--- src/rtl/core/itod_pkg.sv ---
// shared types and constants for the decimal ascii converter
package itod_pkg;

	typedef enum logic [1:0] {
		ST_IDLE,
		ST_CONV,
		ST_TRIM,
		ST_EMIT
	} state_t;

	localparam logic [5:0] ASCII_ZERO  = 6'd48;
	localparam logic [5:0] ASCII_MINUS = 6'd45;
	localparam logic [3:0] BCD_ADJ_MIN = 4'd5;
	localparam logic [3:0] BCD_ADJ     = 4'd3;
	localparam logic [3:0] BCD_MAX     = 4'd9;

endpackage

--- src/rtl/core/itod_bcd_step.sv ---
// one shift-add-3 step over a packed bcd register
module itod_bcd_step
	import itod_pkg::*;
#(
	parameter int NDIG = 10
) (
	input  logic [NDIG*4-1:0] bcd,
	input  logic              bit_in,
	output logic [NDIG*4-1:0] bcd_next
);

	logic [NDIG*4-1:0] adj;

	always_comb begin
		for (int i = 0; i < NDIG; i++) begin
			if (bcd[4*i +: 4] >= BCD_ADJ_MIN) begin
				adj[4*i +: 4] = bcd[4*i +: 4] + BCD_ADJ;
			end else begin
				adj[4*i +: 4] = bcd[4*i +: 4];
			end
		end
	end

	assign bcd_next = {adj[NDIG*4-2:0], bit_in};

endmodule

--- src/rtl/core/integer_to_decimal_ascii_core.sv ---
// binary word to decimal ascii text converter, top level
//
// Input channel s_*: one item per number. s_tdata carries the raw word, s_tuser
// the mode (0 unsigned, 1 signed two's complement). Only the low VALUE_BITS
// bits of the word are used. s_tready is high only while the block is idle.
// Output channel m_*: one item per ascii character, most significant first,
// with a leading '-' for negative signed words; m_tlast marks the final digit.
// Zero gives the single character '0'.
// Steps per item: accept in idle, then shift-add-3 through the single
// bcd step unit (one input bit a cycle), then a trim state that drops
// leading zero digits (up to NDIG-1), then one character per cycle when
// the receiver keeps up.
// The result sits in an output register; when the receiver stalls the
// sequencer waits and the character holds until taken.
// Reset (arst_n low) returns the sequencer to idle and drops m_tvalid.
module integer_to_decimal_ascii_core
	import itod_pkg::*;
#(
	parameter int VALUE_BITS = 32
) (
	input  logic        clk,
	input  logic        arst_n,
	input  logic        s_tvalid,
	output logic        s_tready,
	input  logic [31:0] s_tdata,   // [31:0] value
	input  logic [0:0]  s_tuser,   // [0] cmd
	output logic        m_tvalid,
	input  logic        m_tready,
	output logic [7:0]  m_tdata,   // [5:0] character, [7:6] zero
	output logic        m_tlast    // last
);

	localparam int NDIG  = (VALUE_BITS * 30103) / 100000 + 1;
	localparam int BCD_W = NDIG * 4;
	localparam int CNT_W = $clog2(VALUE_BITS);
	localparam int REM_W = $clog2(NDIG);
	localparam logic [CNT_W-1:0] CNT_LAST = CNT_W'(VALUE_BITS - 1);
	localparam logic [REM_W-1:0] REM_LAST = REM_W'(NDIG - 1);

	state_t state_q, state_d;

	logic [VALUE_BITS-1:0] value_ext;
	logic [VALUE_BITS-1:0] mag_q;
	logic [BCD_W-1:0]      bcd_q;
	logic [BCD_W-1:0]      bcd_step;
	logic [CNT_W-1:0]      cnt_q;
	logic [REM_W-1:0]      rem_q;
	logic                  neg_q;
	logic [5:0]            char_q;
	logic                  last_q;
	logic                  m_tvalid_q;

	logic                  in_take;
	logic                  out_free;
	logic                  out_load;
	logic [3:0]            top_digit;
	logic                  bcd_ok;

	generate
		if (VALUE_BITS <= 32) begin : g_narrow
			assign value_ext = s_tdata[VALUE_BITS-1:0];
		end else begin : g_wide
			assign value_ext = {{(VALUE_BITS-32){1'b0}}, s_tdata};
		end
	endgenerate

	itod_bcd_step #(
		.NDIG(NDIG)
	) u_step (
		.bcd     (bcd_q),
		.bit_in  (mag_q[VALUE_BITS-1]),
		.bcd_next(bcd_step)
	);

	assign top_digit = bcd_q[BCD_W-1 -: 4];
	assign s_tready  = (state_q == ST_IDLE);
	assign in_take   = s_tvalid && s_tready;
	assign out_free  = !m_tvalid_q || m_tready;

	always_ff @(posedge clk or negedge arst_n) begin
		if (!arst_n) begin
			state_q <= ST_IDLE;
		end else begin
			state_q <= state_d;
		end
	end

	always_comb begin
		state_d  = state_q;
		out_load = 1'b0;
		case (state_q)
			ST_IDLE: begin
				if (in_take) begin
					state_d = ST_CONV;
				end
			end
			ST_CONV: begin
				if (cnt_q == '0) begin
					state_d = ST_TRIM;
				end
			end
			ST_TRIM: begin
				// drop leading zero digits, keep at least one
				if (rem_q == '0 || top_digit != '0) begin
					state_d = ST_EMIT;
				end
			end
			ST_EMIT: begin
				if (out_free) begin
					out_load = 1'b1;
					if (!neg_q && rem_q == '0) begin
						state_d = ST_IDLE;
					end
				end
			end
			default: begin
				state_d = ST_IDLE;
			end
		endcase
	end

	// datapath
	always_ff @(posedge clk) begin
		case (state_q)
			ST_IDLE: begin
				if (in_take) begin
					neg_q <= s_tuser[0] && value_ext[VALUE_BITS-1];
					if (s_tuser[0] && value_ext[VALUE_BITS-1]) begin
						mag_q <= ~value_ext + 1'b1;
					end else begin
						mag_q <= value_ext;
					end
					bcd_q <= '0;
					cnt_q <= CNT_LAST;
				end
			end
			ST_CONV: begin
				bcd_q <= bcd_step;
				mag_q <= {mag_q[VALUE_BITS-2:0], 1'b0};
				cnt_q <= cnt_q - 1'b1;
				rem_q <= REM_LAST;
			end
			ST_TRIM: begin
				if (rem_q != '0 && top_digit == '0) begin
					bcd_q <= {bcd_q[BCD_W-5:0], 4'd0};
					rem_q <= rem_q - 1'b1;
				end
			end
			ST_EMIT: begin
				if (out_load) begin
					if (neg_q) begin
						char_q <= ASCII_MINUS;
						last_q <= 1'b0;
						neg_q  <= 1'b0;
					end else begin
						char_q <= ASCII_ZERO + {2'b00, top_digit};
						last_q <= (rem_q == '0);
						bcd_q  <= {bcd_q[BCD_W-5:0], 4'd0};
						if (rem_q != '0) begin
							rem_q <= rem_q - 1'b1;
						end
					end
				end
			end
			default: begin
			end
		endcase
	end

	always_ff @(posedge clk or negedge arst_n) begin
		if (!arst_n) begin
			m_tvalid_q <= 1'b0;
		end else if (out_load) begin
			m_tvalid_q <= 1'b1;
		end else if (m_tready) begin
			m_tvalid_q <= 1'b0;
		end
	end

	assign m_tvalid = m_tvalid_q;
	assign m_tdata  = {2'b00, char_q};
	assign m_tlast  = last_q;

	always_comb begin
		bcd_ok = 1'b1;
		for (int i = 0; i < NDIG; i++) begin
			if (bcd_q[4*i +: 4] > BCD_MAX) begin
				bcd_ok = 1'b0;
			end
		end
	end

	a_accept_starts_conv: assert property (@(posedge clk) disable iff (!arst_n)
		in_take |=> state_q == ST_CONV)
		else $error("accepted item did not start conversion");

	a_bcd_digits_valid: assert property (@(posedge clk) disable iff (!arst_n)
		(state_q == ST_TRIM || state_q == ST_EMIT) |-> bcd_ok)
		else $error("bcd digit above nine after conversion");

	a_char_range: assert property (@(posedge clk) disable iff (!arst_n)
		m_tvalid |-> (m_tdata[5:0] == ASCII_MINUS
			|| (m_tdata[5:0] >= ASCII_ZERO && m_tdata[5:0] <= ASCII_ZERO + 6'd9)))
		else $error("output character is not a digit or minus");

	a_last_ends_item: assert property (@(posedge clk) disable iff (!arst_n)
		(out_load && !neg_q && rem_q == '0) |=> (state_q == ST_IDLE && m_tlast))
		else $error("final character did not end the item");

endmodule
--- config.mk ---
export PLATFORM = sky130hd
export DESIGN_NAME = integer_to_decimal_ascii_core
export DESIGN_NICKNAME = d
export VERILOG_FILES = /design/src/rtl/core/itod_pkg.sv /design/src/rtl/core/itod_bcd_step.sv /design/src/rtl/core/integer_to_decimal_ascii_core.sv
export SDC_FILE = /design/constraint.sdc
export NUM_CORES = 1
export LEC_CHECK = 0
export ABC_AREA = 1
export BUFFER_PORTS_ARGS = -buffer_cell sky130_fd_sc_hd__buf_2
export CORE_ASPECT_RATIO = 1.25
export CORE_MARGIN = 3
export CORE_UTILIZATION = 66
export DETAILED_ROUTE_END_ITERATION = 8
export GPL_TIMING_DRIVEN = 0
export PLACE_DENSITY = 0.94
export SLEW_MARGIN = 20
export SYNTH_ARGS = -nofsm -noshare
export SYNTH_HDL_FRONTEND = slang
export SYNTH_SLANG_ARGS = --single-unit
--- constraint.sdc ---
create_clock -name clk -period 12.4 [get_ports clk]
set_input_delay 0.62 -clock clk [delete_from_list [all_inputs] [get_ports clk]]
set_output_delay 0.62 -clock clk [all_outputs]
set_load 0.01 [all_outputs]
; ---- After elaboration in Yosys (flattened, before gate mapping)
; Index checks and enable logic that the tools add are counted.
[totals]
ff_bits = 92
word_cells = 108
[op_classes]
n_mux = 38
bitwise = 1
n_addsub = 14
reduce_logical = 24
eq_ne = 12
magnitude_cmp = 10
[op_table]
columns = cell, count
row1 = $mux W40, 4
row2 = $pmux W40 S4, 1
row3 = $mux W32, 2
row4 = $pmux W32 S2, 1
row5 = $mux W4, 13
row6 = $ge A4 B3 Y1 const B, 10
row7 = $add A4 B2 Y4 const B, 9
row8 = $add A32 B1 Y32 const B, 1
row9 = $not A32 Y32, 1
row10 = $ne A2 B2 Y1 const B, 8
row11 = $pmux W4 S3, 1
row12 = $mux W2, 5
row13 = $pmux W5 S2, 1
row14 = $reduce_and A5 Y1, 2
row15 = $logic_not A4 Y1, 2
row16 = $pmux W2 S4, 1
row17 = $reduce_bool A4 Y1, 2
row18 = $add A5 B5 Y6 const A, 1
row19 = $mux W1, 6
row20 = $reduce_bool A2 Y1, 3
row21 = $logic_not A5 Y1, 1
row22 = $mux W5, 1
row23 = $sub A5 B1 Y5 const B, 1
row24 = $eq A2 B2 Y1 const B, 2
row25 = other kinds (14), 20

; ---- Logic depth before layout (Yosys ltp)
[logic_depth]
ltp_word = 6
mapped_depth = 10
depth_no_buf = 10

; ---- Modules after synthesis
; Synthesis repeated with hierarchy kept, for this count alone.
[unflattened]
cells_unflattened = 776
area_unflattened_um2 = 6145.9
[by_module_without_submodules]
columns = mod, area_per_inst_um2, cells_per_inst, seq_area_each_um2, instances
row1 = integer_to_decimal_ascii_core, 5004.8, 564, 2717.6, 1
row2 = itod_bcd_step, 1141.1, 212, 0.0, 1

; ---- Worst setup path after synthesis
; No wires, ideal clock.
[synth_path]
path_type = register to register
start = register state_q[0]
end = register bcd_q[0], enable pin
path_slack_ps = 7902
arrival_time_ps = 3995
stages_incl_launch_ff = 6
setup_time_ps = 503
path_buffers = 0
required_time_ps = 11897
path_cell_list = dfrtp_1 > inv_1 > ha_1 > inv_1 > o21ai_2 > a221oi_1
[synth_via]
elab_chain_len = 4
elab_cells_between_ends = 10
[synth_rtl]
columns = item, line
row1 = from (decl), integer_to_decimal_ascii_core.sv:40  ; state_t state_q, state_d;
row2 = from (signal assigned), integer_to_decimal_ascii_core.sv:84  ; state_q <= state_d;
row3 = $logic_not A2 Y1 *, integer_to_decimal_ascii_core.sv:76  ; assign s_tready = (state_q == ST_IDLE);
row4 = via s_tready, integer_to_decimal_ascii_core.sv:24  ; output logic s_tready,
row5 = $logic_and A1 B1 Y1, integer_to_decimal_ascii_core.sv:77  ; assign in_take = s_tvalid && s_tready;
row6 = $ne A2 B1 Y1 (no line) *, -
row7 = $reduce_and A4 Y1 (no line) *, -
row8 = to (signal assigned), integer_to_decimal_ascii_core.sv:138  ; bcd_q <= bcd_step;
row9 = to (signal assigned), integer_to_decimal_ascii_core.sv:145  ; bcd_q <= {bcd_q[BCD_W-5:0], 4'd0};
row10 = to (signal assigned), integer_to_decimal_ascii_core.sv:158  ; bcd_q <= {bcd_q[BCD_W-5:0], 4'd0};
row11 = to (decl), integer_to_decimal_ascii_core.sv:44  ; logic [BCD_W-1:0] bcd_q;
; The timed path passes the listed nets; every way through them passes the cells marked *.
; A chain may end at the register's enable or synchronous reset.

; ---- Worst setup path in the final report
[layout_path]
start = register state_q[0]
end = register mag_q[6], enable pin
[layout_via]
elab_chain_len = 4
elab_cells_between_ends = 6
[layout_rtl]
columns = item, line
row1 = $logic_not A2 Y1, "integer_to_decimal_ascii_core.sv:76, integer_to_decimal_ascii_core.sv:124"
row2 = $logic_and A1 B1 Y1, integer_to_decimal_ascii_core.sv:77
row3 = $ne A2 B1 Y1 (no line), -
row4 = $reduce_and A2 Y1 (no line) *, -
row5 = to (signal assigned), integer_to_decimal_ascii_core.sv:129  ; mag_q <= ~value_ext + 1'b1;
row6 = to (signal assigned), integer_to_decimal_ascii_core.sv:131  ; mag_q <= value_ext;
row7 = to (signal assigned), integer_to_decimal_ascii_core.sv:139  ; mag_q <= {mag_q[VALUE_BITS-2:0], 1'b0};
row8 = to (decl), integer_to_decimal_ascii_core.sv:43  ; logic [VALUE_BITS-1:0] mag_q;
; Mark *: on every way between the ends. The rest lies on a longest branch, timed or not.

==> out/summary.md <==
Power spread over the standard cell area amounts to 244.3 nW/um2. Counting flops with a built-in enable in the synthesized netlist gives 88. The number of endpoints with negative hold slack in the final report came out at 0. Total power for the finished layout comes to 1602 uW. The logs give 5304 for the via count of the first global-routing pass and 39.27% for the worst-case headroom to the max-slew limit. The flow ran to the end, and the final reports show no timing, DRC or antenna violations. The number of buffers inserted by port buffering was 44; the total negative slack for setup checks was 0 ns.

The logs give 0 for the antenna diode count and 41 for the number of distinct library cells after synthesis. The tools report the post-route DRC violation count as 0. On the final layout, the worst clock skew is 0.01605 ns. Maximum fanout along the worst path: 37. In the final layout, the share of cells above drive strength 1 is 15.51%. The tools report the post-synthesis cell area as 5928 um2.

Entering global routing, the biggest net connects 38 pins. The initialized floorplan defines 38 standard-cell rows. The number of setup buffers added after CTS is 0. For the gate count of the mapped netlist, the log shows 703. The final count of negative-setup-slack endpoints is 0.

From bottom edge to top edge, the die measures 112.0 um. The final number of max-transition violations is 0, and the synthesized area per cell is 8.433 um2. The average wire length per cell after detail routing is 16.48 um. In the final design database the tool counted 829 nets.

The logs give 6 for the number of optimization iterations in the first detailed-route pass and 0 for the total congestion overflow after global routing. The run gives 440 as the initial DRC count. After legalization and detailed placement, the total HPWL measured 10670 um. In this run the most critical hold path is launched from m_tready.

At the placement stage, the worst setup path has a slack of 9.918 ns. The starting utilization of the core area came out at 68.13%. The critical path data required time is 12.41 ns.

Startpoint of the lowest-slack register-to-register path: state_q[0]$_DFFE_PN0P_. IR analysis of the VDD net gives a maximum drop of 0.1168 mV. The number of violations of the max-capacitance limit is 0.

The root buffer cell chosen for the clock tree is sky130_fd_sc_hd__clkbuf_8. After synthesis the netlist holds a flip-flop and latch count of 91. The share of the Yosys chip area taken by registers is 45.84%.

The critical path capture point type is a flop. The tightest min-delay check is of the in2reg type. The total number of vias was 5264; the worst-margin pin slew was 0.9077 ns.

The post-route standard cell area excluding fillers is 6556 um2. The cell area after placement is 6349 um2. Clock tree synthesis found a total of 91 sinks.

The congestion estimate from routability-driven global placement came to 0.9371. The run gives 2 as the maximum buffer depth of the clock tree. In this run the remaining antenna-violating nets after routing total 0. Setup repair after global routing left no endpoint under its margin. The logs give 9.842 ns for the worst setup margin and 30.06% for the overall fraction of global-route tracks in use.

Counting I/O delays and the setup requirement, the final critical path takes 2.558 ns. Synthesis-to-layout area growth: 10.60%. Category of the critical setup timing path: reg2reg.

The first-pass GRT wire length was 24450 um; the area of the core was 8701 um2. For this design the static power due to leakage is 0.002856 uW. The category of the worst setup path launch point was a flop. For this block, the routed nets add up to 14610 um of wire. The worst path uses 20.63% of the clock period. In this run the number of H-tree levels came out at 3.

From left edge to right edge, the die measures 90.77 um. TritonCTS built the clock tree. Data arrival time of the critical path: 2.56 ns. The run gives 9 as the number of buffers added by the clock tree synthesis step.

The count of boundary I/O pins is 48, and the die area is 10160 um2. Clock latency on the worst-skew pair, taken at its later pin, is 0.39 ns. Static timing analysis puts the maximum clock frequency at 390.9 MHz.

The dominant synthesized flop cell is sky130_fd_sc_hd__edfxtp_1. Clock slew seen by the registers of the worst setup and hold paths: 0.10 ns. In this run the worst setup path begins at state_q[0]$_DFFE_PN0P_.

The average vias per placed instance is 5.935. The Yosys step of the flow raised 0 warnings. The number of antenna violations at the first check in global routing is 0. In the synthesized netlist the async set-or-reset flop fraction comes to 3.297%.
==> critical path: stages (launching register included) <==
cell	delay [ns]
sky130_fd_sc_hd__dfrtp_1	0.42
sky130_fd_sc_hd__inv_1	0.08
sky130_fd_sc_hd__ha_1	0.34
sky130_fd_sc_hd__nor2_4	0.28
sky130_fd_sc_hd__inv_2	0.12
sky130_fd_sc_hd__buf_2	0.22
sky130_fd_sc_hd__nand2_2	0.69
==> routing by layer <==
metal,track usage (%),vias up,wire [um]
li1,-,2494,-
met3,5.473,40,1097
met1,34.83,2463,5576
met5,0,-,0
met2,52.99,267,7455
met4,15.49,0,484
==> synth_stat cells (2+ instances only) <==
cell	count	area [um2]
sky130_fd_sc_hd__edfxtp_1	88	2643
sky130_fd_sc_hd__buf_2	8	40.04
sky130_fd_sc_hd__nand3_1	43	215.2
sky130_fd_sc_hd__nor2_4	5	56.30
sky130_fd_sc_hd__o21ai_0	58	290.3
sky130_fd_sc_hd__o31ai_1	2	15.01
sky130_fd_sc_hd__inv_2	3	11.26
sky130_fd_sc_hd__ha_1	30	375.4
sky130_fd_sc_hd__dfrtp_1	3	75.07
sky130_fd_sc_hd__nor2_8	2	40.04
sky130_fd_sc_hd__nor2_1	95	356.6
sky130_fd_sc_hd__buf_1	2	7.510
sky130_fd_sc_hd__conb_1	2	7.510
sky130_fd_sc_hd__xor2_1	7	61.31
sky130_fd_sc_hd__inv_1	96	360.4
sky130_fd_sc_hd__a31oi_1	6	37.54
sky130_fd_sc_hd__o22ai_1	8	50.05
sky130_fd_sc_hd__o21ai_2	4	35.03
sky130_fd_sc_hd__o21ai_1	3	15.01
sky130_fd_sc_hd__buf_4	6	45.04
sky130_fd_sc_hd__a21oi_2	3	26.28
sky130_fd_sc_hd__clkbuf_1	3	11.26
sky130_fd_sc_hd__a21oi_1	28	140.1
sky130_fd_sc_hd__nand2_1	136	510.5
sky130_fd_sc_hd__o211ai_1	11	82.58
sky130_fd_sc_hd__nand2_2	5	31.28
sky130_fd_sc_hd__nor2_2	6	37.54
sky130_fd_sc_hd__nand4_1	9	56.30
sky130_fd_sc_hd__nand2_4	5	56.30
sky130_fd_sc_hd__o32ai_1	12	105.1
sky130_fd_sc_hd__nand3_2	4	40.04
==> metrics by stage <==
stage | instances | hold slack (ns) | util, %
final | 887 | 0.5097 | 75.35
after global routing | 887 | 0.4967 | 75.35
after CTS | 887 | 0.4785 | 75.35
after detailed placement | 870 | 0.4172 | 72.97
after global placement | 868 | 0.4148 | 72.43
after floorplan | 704 | 0.3244 | -
==> kinds of logic (layout without fill, tap and decap cells) <==
kind of cell	after synthesis	in the layout	share of synthesized area (%)
XOR/XNOR	8	8	1.182
other	2	3	0.1267
buffers and inverters	119	182	8.168
AND/OR/NAND/NOR	315	315	24.34
adder cells (fa/ha/maj)	30	30	6.332
flip-flops	91	91	45.84
AO/OA/AOI/OAI	138	138	14.01
==> sequential cells by signal, indices dropped and copies added, names as in the netlist <==
register,count
bcd_q,40
mag_q,32
char_q,5
cnt_q,5
rem_q,4
state_q,2
m_tlast,1
m_tvalid,1
neg_q,1
==> cell usage in the layout, fill, tap and decap left out, types with 7 or more instances in the layout <==
cell                         n
sky130_fd_sc_hd__nand3_1    43
sky130_fd_sc_hd__o22ai_1     8
sky130_fd_sc_hd__edfxtp_1   88
sky130_fd_sc_hd__ha_1       30
sky130_fd_sc_hd__inv_1      96
sky130_fd_sc_hd__nand4_1     9
sky130_fd_sc_hd__buf_2      52
sky130_fd_sc_hd__nand2_1   135
sky130_fd_sc_hd__nor2_1     95
sky130_fd_sc_hd__clkbuf_8    9
sky130_fd_sc_hd__a21oi_1    28
sky130_fd_sc_hd__o211ai_1   11
sky130_fd_sc_hd__o21ai_0    58
sky130_fd_sc_hd__o32ai_1    12
sky130_fd_sc_hd__xor2_1      7
==> final cells by class <==
cell class | instances | area, um2
Clock inverter | 7 | 73.82
Buffer | 19 | 103.9
Inverter | 100 | 380.4
Multi-Input combinational cell | 494 | 2750
Clock buffer | 9 | 123.9
Fill cell | 600 | 2145
Timing Repair Buffer | 47 | 256.5
Sequential cell | 91 | 2718
Tap cell | 120 | 150.1
==> timing repair <==
item                      CTS  global route
hold endpoints to repair    3             0
gates resized for setup     0             0
hold buffers                1             0
==> final timing paths <==
check	cells after the start	to	slack, ns
setup / recovery	6	mag_q[6]$_DFFE_PP_	9.84
hold / removal	4	m_tvalid$_DFFE_PN0P_	0.51
setup reg to reg	6	mag_q[6]$_DFFE_PP_	9.84
hold reg to reg	2	mag_q[28]$_DFFE_PP_	0.53
max in group asynchronous	2	m_tvalid$_DFFE_PN0P_	11.75
min in group asynchronous	2	state_q[0]$_DFFE_PN0P_	0.55
==> report_power, final <==
group	total [uW]	leakage, uW	switching (uW)	internal, uW
registers	660	0.000905	86.4	574
logic	730	0.00185	506	224
clock network	212	0.000100	117	94.6
No activity file was read; power rests on OpenSTA's default activity.
